[src/sv/glyph_text_framebuffer_renderer_unit_assert.svh]
// ----------------------------------------------------------------------------
// Assertion macros for the glyph text frame buffer renderer
// Concurrent checks clocked on clk and disabled while rst_n is low.
// ----------------------------------------------------------------------------
`ifndef GLYPH_TEXT_FRAMEBUFFER_RENDERER_UNIT_ASSERT_SVH
`define GLYPH_TEXT_FRAMEBUFFER_RENDERER_UNIT_ASSERT_SVH

`ifndef SYNTHESIS

// Same-cycle implication.
`define GTFR_ASSERT_IMP(lbl, ante, cons, msg) \
    lbl: assert property (@(posedge clk) disable iff (!rst_n) (ante) |-> (cons)) \
        else $error(msg);

// Next-cycle implication.
`define GTFR_ASSERT_NXT(lbl, ante, cons, msg) \
    lbl: assert property (@(posedge clk) disable iff (!rst_n) (ante) |=> (cons)) \
        else $error(msg);

`else

`define GTFR_ASSERT_IMP(lbl, ante, cons, msg)
`define GTFR_ASSERT_NXT(lbl, ante, cons, msg)

`endif

`endif

[src/sv/gtfr_pkg.sv]
// ----------------------------------------------------------------------------
// gtfr_pkg
// Shared constants, command codes, font table and control structs.
// ----------------------------------------------------------------------------
package gtfr_pkg;

    localparam int SCREEN_WIDTH  = 84;
    localparam int SCREEN_BANKS  = 6;
    localparam int ROWS_PER_BANK = 8;
    localparam int STORE_BYTES   = SCREEN_WIDTH * SCREEN_BANKS;
    localparam int ADDR_W        = $clog2(STORE_BYTES);
    localparam int BANK_W        = (SCREEN_BANKS > 1) ? $clog2(SCREEN_BANKS) : 1;

    localparam int GLYPH_COUNT = 96;
    localparam int GLYPH_COLS  = 5;
    localparam int GIDX_W      = $clog2(GLYPH_COUNT);
    localparam int STEPS       = GLYPH_COLS * 2;
    localparam int STEP_W      = $clog2(STEPS);

    localparam logic [1:0] CMD_DRAW  = 2'd0;
    localparam logic [1:0] CMD_SETC  = 2'd1;
    localparam logic [1:0] CMD_CLEAR = 2'd2;
    localparam logic [1:0] CMD_READ  = 2'd3;

    localparam logic [7:0] CHAR_NEWLINE = 8'h0A;
    localparam logic [7:0] CHAR_SPACE   = 8'h20;
    localparam logic [7:0] CHAR_LAST    = 8'h7F;

    localparam logic [7:0] COL_ADVANCE   = 8'd6;
    localparam logic [7:0] SPACE_ADVANCE = 8'd2;
    localparam logic [7:0] LINE_ADVANCE  = 8'd8;

    // Work class of an accepted item, decided by the datapath.
    localparam logic [1:0] KIND_NOW   = 2'd0;
    localparam logic [1:0] KIND_GLYPH = 2'd1;
    localparam logic [1:0] KIND_CLEAR = 2'd2;
    localparam logic [1:0] KIND_READ  = 2'd3;

    typedef struct packed {
        logic accept;
        logic clr_wr;
        logic tgt_rd;
        logic tgt_wr;
        logic step_inc;
        logic str_rd;
        logic load_out;
    } gtfr_cmd_t;

    typedef struct packed {
        logic [1:0] kind;
        logic       tgt_valid;
        logic       step_last;
        logic       clr_last;
        logic       out_free;
    } gtfr_stat_t;

    localparam logic [7:0] FONT_ROM [GLYPH_COUNT][GLYPH_COLS] = '{
        '{8'h00,8'h00,8'h00,8'h00,8'h00}, '{8'h00,8'h00,8'h5f,8'h00,8'h00},
        '{8'h00,8'h07,8'h00,8'h07,8'h00}, '{8'h14,8'h7f,8'h14,8'h7f,8'h14},
        '{8'h24,8'h2a,8'h7f,8'h2a,8'h12}, '{8'h23,8'h13,8'h08,8'h64,8'h62},
        '{8'h36,8'h49,8'h55,8'h22,8'h50}, '{8'h00,8'h05,8'h03,8'h00,8'h00},
        '{8'h00,8'h1c,8'h22,8'h41,8'h00}, '{8'h00,8'h41,8'h22,8'h1c,8'h00},
        '{8'h14,8'h08,8'h3e,8'h08,8'h14}, '{8'h08,8'h08,8'h3e,8'h08,8'h08},
        '{8'h00,8'h50,8'h30,8'h00,8'h00}, '{8'h08,8'h08,8'h08,8'h08,8'h08},
        '{8'h00,8'h60,8'h60,8'h00,8'h00}, '{8'h20,8'h10,8'h08,8'h04,8'h02},
        '{8'h3e,8'h51,8'h49,8'h45,8'h3e}, '{8'h00,8'h42,8'h7f,8'h40,8'h00},
        '{8'h42,8'h61,8'h51,8'h49,8'h46}, '{8'h21,8'h41,8'h45,8'h4b,8'h31},
        '{8'h18,8'h14,8'h12,8'h7f,8'h10}, '{8'h27,8'h45,8'h45,8'h45,8'h39},
        '{8'h3c,8'h4a,8'h49,8'h49,8'h30}, '{8'h01,8'h71,8'h09,8'h05,8'h03},
        '{8'h36,8'h49,8'h49,8'h49,8'h36}, '{8'h06,8'h49,8'h49,8'h29,8'h1e},
        '{8'h00,8'h36,8'h36,8'h00,8'h00}, '{8'h00,8'h56,8'h36,8'h00,8'h00},
        '{8'h08,8'h14,8'h22,8'h41,8'h00}, '{8'h14,8'h14,8'h14,8'h14,8'h14},
        '{8'h00,8'h41,8'h22,8'h14,8'h08}, '{8'h02,8'h01,8'h51,8'h09,8'h06},
        '{8'h32,8'h49,8'h79,8'h41,8'h3e}, '{8'h7e,8'h11,8'h11,8'h11,8'h7e},
        '{8'h7f,8'h49,8'h49,8'h49,8'h36}, '{8'h3e,8'h41,8'h41,8'h41,8'h22},
        '{8'h7f,8'h41,8'h41,8'h22,8'h1c}, '{8'h7f,8'h49,8'h49,8'h49,8'h41},
        '{8'h7f,8'h09,8'h09,8'h09,8'h01}, '{8'h3e,8'h41,8'h49,8'h49,8'h7a},
        '{8'h7f,8'h08,8'h08,8'h08,8'h7f}, '{8'h00,8'h41,8'h7f,8'h41,8'h00},
        '{8'h20,8'h40,8'h41,8'h3f,8'h01}, '{8'h7f,8'h08,8'h14,8'h22,8'h41},
        '{8'h7f,8'h40,8'h40,8'h40,8'h40}, '{8'h7f,8'h02,8'h0c,8'h02,8'h7f},
        '{8'h7f,8'h04,8'h08,8'h10,8'h7f}, '{8'h3e,8'h41,8'h41,8'h41,8'h3e},
        '{8'h7f,8'h09,8'h09,8'h09,8'h06}, '{8'h3e,8'h41,8'h51,8'h21,8'h5e},
        '{8'h7f,8'h09,8'h19,8'h29,8'h46}, '{8'h46,8'h49,8'h49,8'h49,8'h31},
        '{8'h01,8'h01,8'h7f,8'h01,8'h01}, '{8'h3f,8'h40,8'h40,8'h40,8'h3f},
        '{8'h1f,8'h20,8'h40,8'h20,8'h1f}, '{8'h3f,8'h40,8'h38,8'h40,8'h3f},
        '{8'h63,8'h14,8'h08,8'h14,8'h63}, '{8'h07,8'h08,8'h70,8'h08,8'h07},
        '{8'h61,8'h51,8'h49,8'h45,8'h43}, '{8'h00,8'h7f,8'h41,8'h41,8'h00},
        '{8'h02,8'h04,8'h08,8'h10,8'h20}, '{8'h00,8'h41,8'h41,8'h7f,8'h00},
        '{8'h04,8'h02,8'h01,8'h02,8'h04}, '{8'h40,8'h40,8'h40,8'h40,8'h40},
        '{8'h00,8'h01,8'h02,8'h04,8'h00}, '{8'h20,8'h54,8'h54,8'h54,8'h78},
        '{8'h7f,8'h48,8'h44,8'h44,8'h38}, '{8'h38,8'h44,8'h44,8'h44,8'h20},
        '{8'h38,8'h44,8'h44,8'h48,8'h7f}, '{8'h38,8'h54,8'h54,8'h54,8'h18},
        '{8'h08,8'h7e,8'h09,8'h01,8'h02}, '{8'h0c,8'h52,8'h52,8'h52,8'h3e},
        '{8'h7f,8'h08,8'h04,8'h04,8'h78}, '{8'h00,8'h44,8'h7d,8'h40,8'h00},
        '{8'h20,8'h40,8'h44,8'h3d,8'h00}, '{8'h7f,8'h10,8'h28,8'h44,8'h00},
        '{8'h00,8'h41,8'h7f,8'h40,8'h00}, '{8'h7c,8'h04,8'h18,8'h04,8'h78},
        '{8'h7c,8'h08,8'h04,8'h04,8'h78}, '{8'h38,8'h44,8'h44,8'h44,8'h38},
        '{8'h7c,8'h14,8'h14,8'h14,8'h08}, '{8'h08,8'h14,8'h14,8'h18,8'h7c},
        '{8'h7c,8'h08,8'h04,8'h04,8'h08}, '{8'h48,8'h54,8'h54,8'h54,8'h20},
        '{8'h04,8'h3f,8'h44,8'h40,8'h20}, '{8'h3c,8'h40,8'h40,8'h20,8'h7c},
        '{8'h1c,8'h20,8'h40,8'h20,8'h1c}, '{8'h3c,8'h40,8'h30,8'h40,8'h3c},
        '{8'h44,8'h28,8'h10,8'h28,8'h44}, '{8'h0c,8'h50,8'h50,8'h50,8'h3c},
        '{8'h44,8'h64,8'h54,8'h4c,8'h44}, '{8'h00,8'h08,8'h36,8'h41,8'h00},
        '{8'h00,8'h00,8'h7f,8'h00,8'h00}, '{8'h00,8'h41,8'h36,8'h08,8'h00},
        '{8'h10,8'h08,8'h08,8'h10,8'h08}, '{8'h78,8'h46,8'h41,8'h46,8'h78}
    };

endpackage

[src/sv/gtfr_ctrl.sv]
// ----------------------------------------------------------------------------
// gtfr_ctrl
// Sequencer for the renderer: clear pass, glyph read-modify-write, reads.
// ----------------------------------------------------------------------------
module gtfr_ctrl
    import gtfr_pkg::*;
(
    input  logic       clk,
    input  logic       rst_n,
    input  logic       s_axis_tvalid,
    output logic       s_axis_tready,
    input  gtfr_stat_t stat,
    output gtfr_cmd_t  cmd
);

    `include "glyph_text_framebuffer_renderer_unit_assert.svh"

    localparam logic [2:0] ST_INIT = 3'd0;
    localparam logic [2:0] ST_IDLE = 3'd1;
    localparam logic [2:0] ST_CLR  = 3'd2;
    localparam logic [2:0] ST_DRD  = 3'd3;
    localparam logic [2:0] ST_DWR  = 3'd4;
    localparam logic [2:0] ST_RRD  = 3'd5;
    localparam logic [2:0] ST_FIN  = 3'd6;

    logic [2:0] state_reg;
    logic [2:0] state_next;
    logic       accept;

    assign s_axis_tready = (state_reg == ST_IDLE);
    assign accept        = s_axis_tvalid && s_axis_tready;

    always_comb
    begin
        state_next   = state_reg;
        cmd          = '0;
        cmd.accept   = accept;
        unique case (state_reg)
            ST_INIT, ST_CLR:
            begin
                cmd.clr_wr = 1'b1;
                if (stat.clr_last)
                begin
                    state_next = (state_reg == ST_INIT) ? ST_IDLE : ST_FIN;
                end
            end
            ST_IDLE:
            begin
                if (accept)
                begin
                    unique case (stat.kind)
                        KIND_GLYPH: state_next = ST_DRD;
                        KIND_CLEAR: state_next = ST_CLR;
                        KIND_READ:  state_next = ST_RRD;
                        default:    state_next = ST_FIN;
                    endcase
                end
            end
            ST_DRD:
            begin
                // Off-screen or unused targets are skipped with no store access.
                if (stat.tgt_valid)
                begin
                    cmd.tgt_rd = 1'b1;
                    state_next = ST_DWR;
                end
                else
                begin
                    cmd.step_inc = 1'b1;
                    if (stat.step_last)
                    begin
                        state_next = ST_FIN;
                    end
                end
            end
            ST_DWR:
            begin
                cmd.tgt_wr   = 1'b1;
                cmd.step_inc = 1'b1;
                state_next   = stat.step_last ? ST_FIN : ST_DRD;
            end
            ST_RRD:
            begin
                cmd.str_rd = 1'b1;
                state_next = ST_FIN;
            end
            ST_FIN:
            begin
                if (stat.out_free)
                begin
                    cmd.load_out = 1'b1;
                    state_next   = ST_IDLE;
                end
            end
            default:
            begin
                state_next = ST_INIT;
            end
        endcase
    end

    always_ff @(posedge clk or negedge rst_n)
    begin
        if (!rst_n)
        begin
            state_reg <= ST_INIT;
        end
        else
        begin
            state_reg <= state_next;
        end
    end

    `GTFR_ASSERT_NXT(a_glyph_starts, accept && stat.kind == KIND_GLYPH,
        state_reg == ST_DRD, "glyph transfer did not start the column walk")
    `GTFR_ASSERT_IMP(a_write_after_read, state_reg == ST_DWR,
        $past(state_reg) == ST_DRD, "store write without a preceding read")
    `GTFR_ASSERT_IMP(a_load_when_free, cmd.load_out, stat.out_free,
        "result loaded while the output register is still full")
    `GTFR_ASSERT_NXT(a_clear_ends, state_reg == ST_CLR && stat.clr_last,
        state_reg == ST_FIN, "clear pass did not end at the last byte")

endmodule

[config.mk]
export PLATFORM = sky130hd
export DESIGN_NAME = gtfr_ctrl
export DESIGN_NICKNAME = d
export VERILOG_FILES = /design/src/sv/gtfr_pkg.sv /design/src/sv/gtfr_ctrl.sv
export VERILOG_INCLUDE_DIRS = /design/src /design/src/sv
export SDC_FILE = /design/constraint.sdc
export NUM_CORES = 1
export LEC_CHECK = 0
export ABC_AREA = 1
export BUFFER_PORTS_ARGS = -buffer_cell sky130_fd_sc_hd__buf_2
export CAP_MARGIN = 0
export CORE_AREA = 8 8 45 47
export DETAILED_ROUTE_END_ITERATION = 6
export DIE_AREA = 0 0 53 55
export HOLD_SLACK_MARGIN = 0.06
export PLACE_DENSITY = 0.66
export SLEW_MARGIN = 30
export SYNTH_ARGS = -nofsm -noshare
export SYNTH_HDL_FRONTEND = slang
export SYNTH_SLANG_ARGS = --single-unit
[constraint.sdc]
create_clock -name clk -period 3.4 [get_ports clk]
set_clock_uncertainty 0.05 [all_clocks]
set_input_delay 0.68 -clock clk [delete_from_list [all_inputs] [get_ports clk]]
set_output_delay 0.68 -clock clk [all_outputs]
set_load 0.05 [all_outputs]
* Word-level counts from Yosys, hierarchy flattened
Index checks and enable logic that the tools add are counted.
** Word-level totals
- Register bits :: 3
- Input port bits :: 9
- Logic and storage cells :: 36
- Output and inout bits :: 8
** Operators by class
- Muxes and demuxes :: 18
- Reductions and logical operators :: 4
- Equal/unequal tests :: 13
** Operators by type and width (count)
- 2-to-1 mux 3 bit :: 7
- one-hot mux 3 bit (6 select lines) :: 1
- == test 3 bit (second input constant) :: 3
- one-hot mux 3 bit (3 select lines) :: 1
- 2-to-1 mux 1 bit :: 8
- == test 3 x 2 -> 1 bit (second input constant) :: 2
- == test 2 bit (second input constant) :: 2
- != test 2 bit (second input constant) :: 2
- AND reduction 4 bit :: 1
- == test 3 x 1 -> 1 bit (second input constant) :: 1
- zero test 3 bit :: 1
- != test 3 bit (second input constant) :: 1
- == test 2 x 1 -> 1 bit (second input constant) :: 1
- != test 2 x 1 -> 1 bit (second input constant) :: 1
- one-hot mux 1 bit (2 select lines) :: 1
- OR reduction 2 bit :: 1
- logical AND 1 bit :: 1

* Longest topological paths before layout
- Depth after elaboration :: 4
- Mapped depth :: 9
- Gate-level depth less buffers :: 8

* Least setup slack after synthesis
Ideal clock, no wire load.
- Kind :: reg-to-output
- Start :: reg state_reg[1]
- End :: out cmd[2] in the netlist's numbering
- Stages on the path, launching flop included :: 5
- Data arrival time :: 1619 ps
- Path buffers :: 1
- Required time :: 2670 ps
- Path slack :: 1051 ps
- Path through :: dfrtp_1 > buf_6 > nor3_2 > a21oi_2 > inv_1
** RTL lines
- from (decl) :: line gtfr_ctrl.sv:26 : logic [2:0] state_reg;
- from (signal assigned) :: line gtfr_ctrl.sv:110 : state_reg <= state_next;
- to (decl) :: line gtfr_ctrl.sv:13 : output gtfr_cmd_t cmd

==> metrics.csv <==
metric,value,unit
outcome,"finished, final reports clean",
area of the multi-input gates,289.0,um2
vias in the first global route,432,
Net Sw Power,0.3189,mW
Crit path arrival time,1.40,ns
yosys synthesis warning count,0,
WP depth,5,
CP endpoint kind,output port,
max_slew headroom,0.7526,
final wirelength,1026,um
CORE AREA,1384,um2
setup TNS,0,ns
Power Dens Cells,952.2,nW/um2
dpl cells,102,
GRT Util Overall,0.07272,
Setup WS pre-CTS,1.422,ns
I/O Buffers,16,
layout cells sized above 1,0.3222,
Max Freq,469.9,MHz
origin of the worst setup path,state_reg[2],
post_cts resized,0,
Crit path largest cell delay,0.49,ns
worst min path class,in2async,
syn avg cell area,6.119,um2
Seq pwr share,0.200,
Worst setup SP type,flip-flop,
Starting Density,0.3228,
Worst R2R End,state_reg[1],
DR vias,455,
CTS tree,yes,
Post-CTS Setup Inserts,0,
Synth-to-Final Area Change,21.57,%
initial antenna violation count,0,
IO Pins,17,
maxcap violations,0,
Hold Worst Slack,0.1828,ns
Largest register FFs,3,
Post-DP HPWL,871.6,um
pins over their slew limit,0,
fin cells,106,
Worst Path Max Fanout,7,
clock power share,0.121,
# rows,14,
FF-to-FF Start,state_reg[0],
Fill cells,160,
Antenna Nets Post-Route,0,
period utilisation layout,0.6259,
Die W,53,um
Max VDD drop,0.0004056,V
ANT cells,0,
Initial DRC Count,9,
CP max stage cell,dfrtp_1,
Comb power frac,0.679,
Post-Syn Area,446.7,um2
Yosys reg bits,3,
biggest area consumer among synthesized cells,dfrtp_1,
Sequential Area,75.07,um2
Cells after Synth,73,
"top cells by area, synth","dfrtp_1 17%, nand2_1 16%, nor2_1 13%",
Total Nets Final,104,
Worst Tran Pin Value,0.3711,ns
share of the synthesized area in the top cell type,0.1681,
CTS Root Cell,clkbuf_4,
clock sink count,3,
routed vias/inst,4.292,
largest net degree at the start of global routing,10,
post-route setup slack,1.272,ns
routability cong.,0.8393,
die area,2915,um2
Worst Reg-to-Reg Cells,7,
unrepaired setup endpoints after global routing,no,
htree depth,1,
CP Capture Point,cmd[2],
switch share,0.6168,
Num CTS Buffers,3,
P_int,0.1981,mW
Period minus WS final,2.128,ns
Setup-failing EPs final,0,
family with the most delay on the worst path,flip-flops,
Syn Nets,86,
Worst Path Required,2.67,ns
post-synthesis sequential area ratio,0.1681,
wire length per cell,9.679,um
WS Path Type,reg2out,
leakage power,0.3600,nW
drt drc,0,
Die Ht,55,um
Cell variety after synth,18,
gr ovfl total,0,
Clock Tree Buf Depth,2,
R2R Setup Slk,2.05,ns
first-pass GRT wire length,1656,um
worst path cell trace,inv_2 > nor3_2 > a21oi_2 > inv_1 > buf_2,
"Design Area, Final",543.0,um2
CTS Hold Buffers Added,0,
"Cell Area, Placed",516.7,um2
Final Hold Viols,0,
First-pass DRT Iterations,3,
Clock Pin Slew Worst Setup and Hold Paths,0.04,ns
worst path bufs/invs,3,
Clock Latency Late Sink,0.23,ns
kinds of logic (layout without fill, tap and decap cells):
family | Yosys count | in the layout | share of synthesized area
flops | 3 | 3 | 0.1681
buf+inv | 17 | 34 | 0.1849
compound gates | 4 | 4 | 0.06723
fa+ha+maj | 4 | 4 | 0.1120
simple gates | 45 | 45 | 0.4678
power groups by stage:
stage / sequential, mW / clock [mW] / combinational [mW]
floorplan: 0.0681 / 0 / 0.342
global placement: 0.102 / 0 / 0.352
detailed placement: 0.103 / 0 / 0.355
CTS: 0.103 / 0.0658 / 0.357
global route: 0.108 / 0.0702 / 0.391
finish: 0.103 / 0.0624 / 0.351
final cells by class:
class / count / area share
Multi-Input combinational cell: 53 / 0.5323
Inverter: 14 / 0.09677
Timing Repair Buffer: 16 / 0.1475
Sequential cell: 3 / 0.1382
Tap cell: 16 / 0.03687
Clock buffer: 4 / 0.04839
cell usage in the layout, fill, tap and decap left out, drive strengths merged:
cell type,n
dfrtp,3
nand2,19
nor2,17
buf,16
ha,4
o21ai,2
nor3,1
nand3,7
inv,14
o21a,1
nand4,1
clkbuf,4
a21oi,1
per-layer routing:
metal | part of all wire | wire [um] | vias up | GRT usage
li1 | - | - | 253 | -
met1 | 0.45 | 463 | 187 | 0.08676
met2 | 0.45 | 461 | 15 | 0.1152
met3 | 0.098 | 101 | 0 | 0.03743
met4 | 0 | 0 | 0 | 0.01293
met5 | 0 | 0 | - | 0
worst min path at each step:
stage	start	to	slack, ns	cells past startpoint
floorplan	rst_n	state_reg[0]	0.33	0
global placement	rst_n	state_reg[2]	0.42	1
detailed placement	rst_n	state_reg[0]	0.43	1
CTS	rst_n	state_reg[2]	0.18	1
global route	rst_n	state_reg[0]	0.17	1
finish	rst_n	state_reg[2]	0.18	1
metrics by stage:
step	power [mW]	util
2_1_floorplan	0.4103	-
3_3_place_gp	0.4545	0.3734
3_5_place_dp	0.4581	0.3734
4_1_cts	0.5261	0.3924
5_1_grt	0.5698	0.3924
6_report	0.5171	0.3924
cells in the mapped netlist, drive strengths merged:
cell type  instances
a21oi              1
o21a               1
ha                 4
inv               14
nand3              7
nor2              17
nand4              1
nor3               1
buf                3
nand2             19
o21ai              2
dfrtp              3
(Power assumes the default switching activity.)
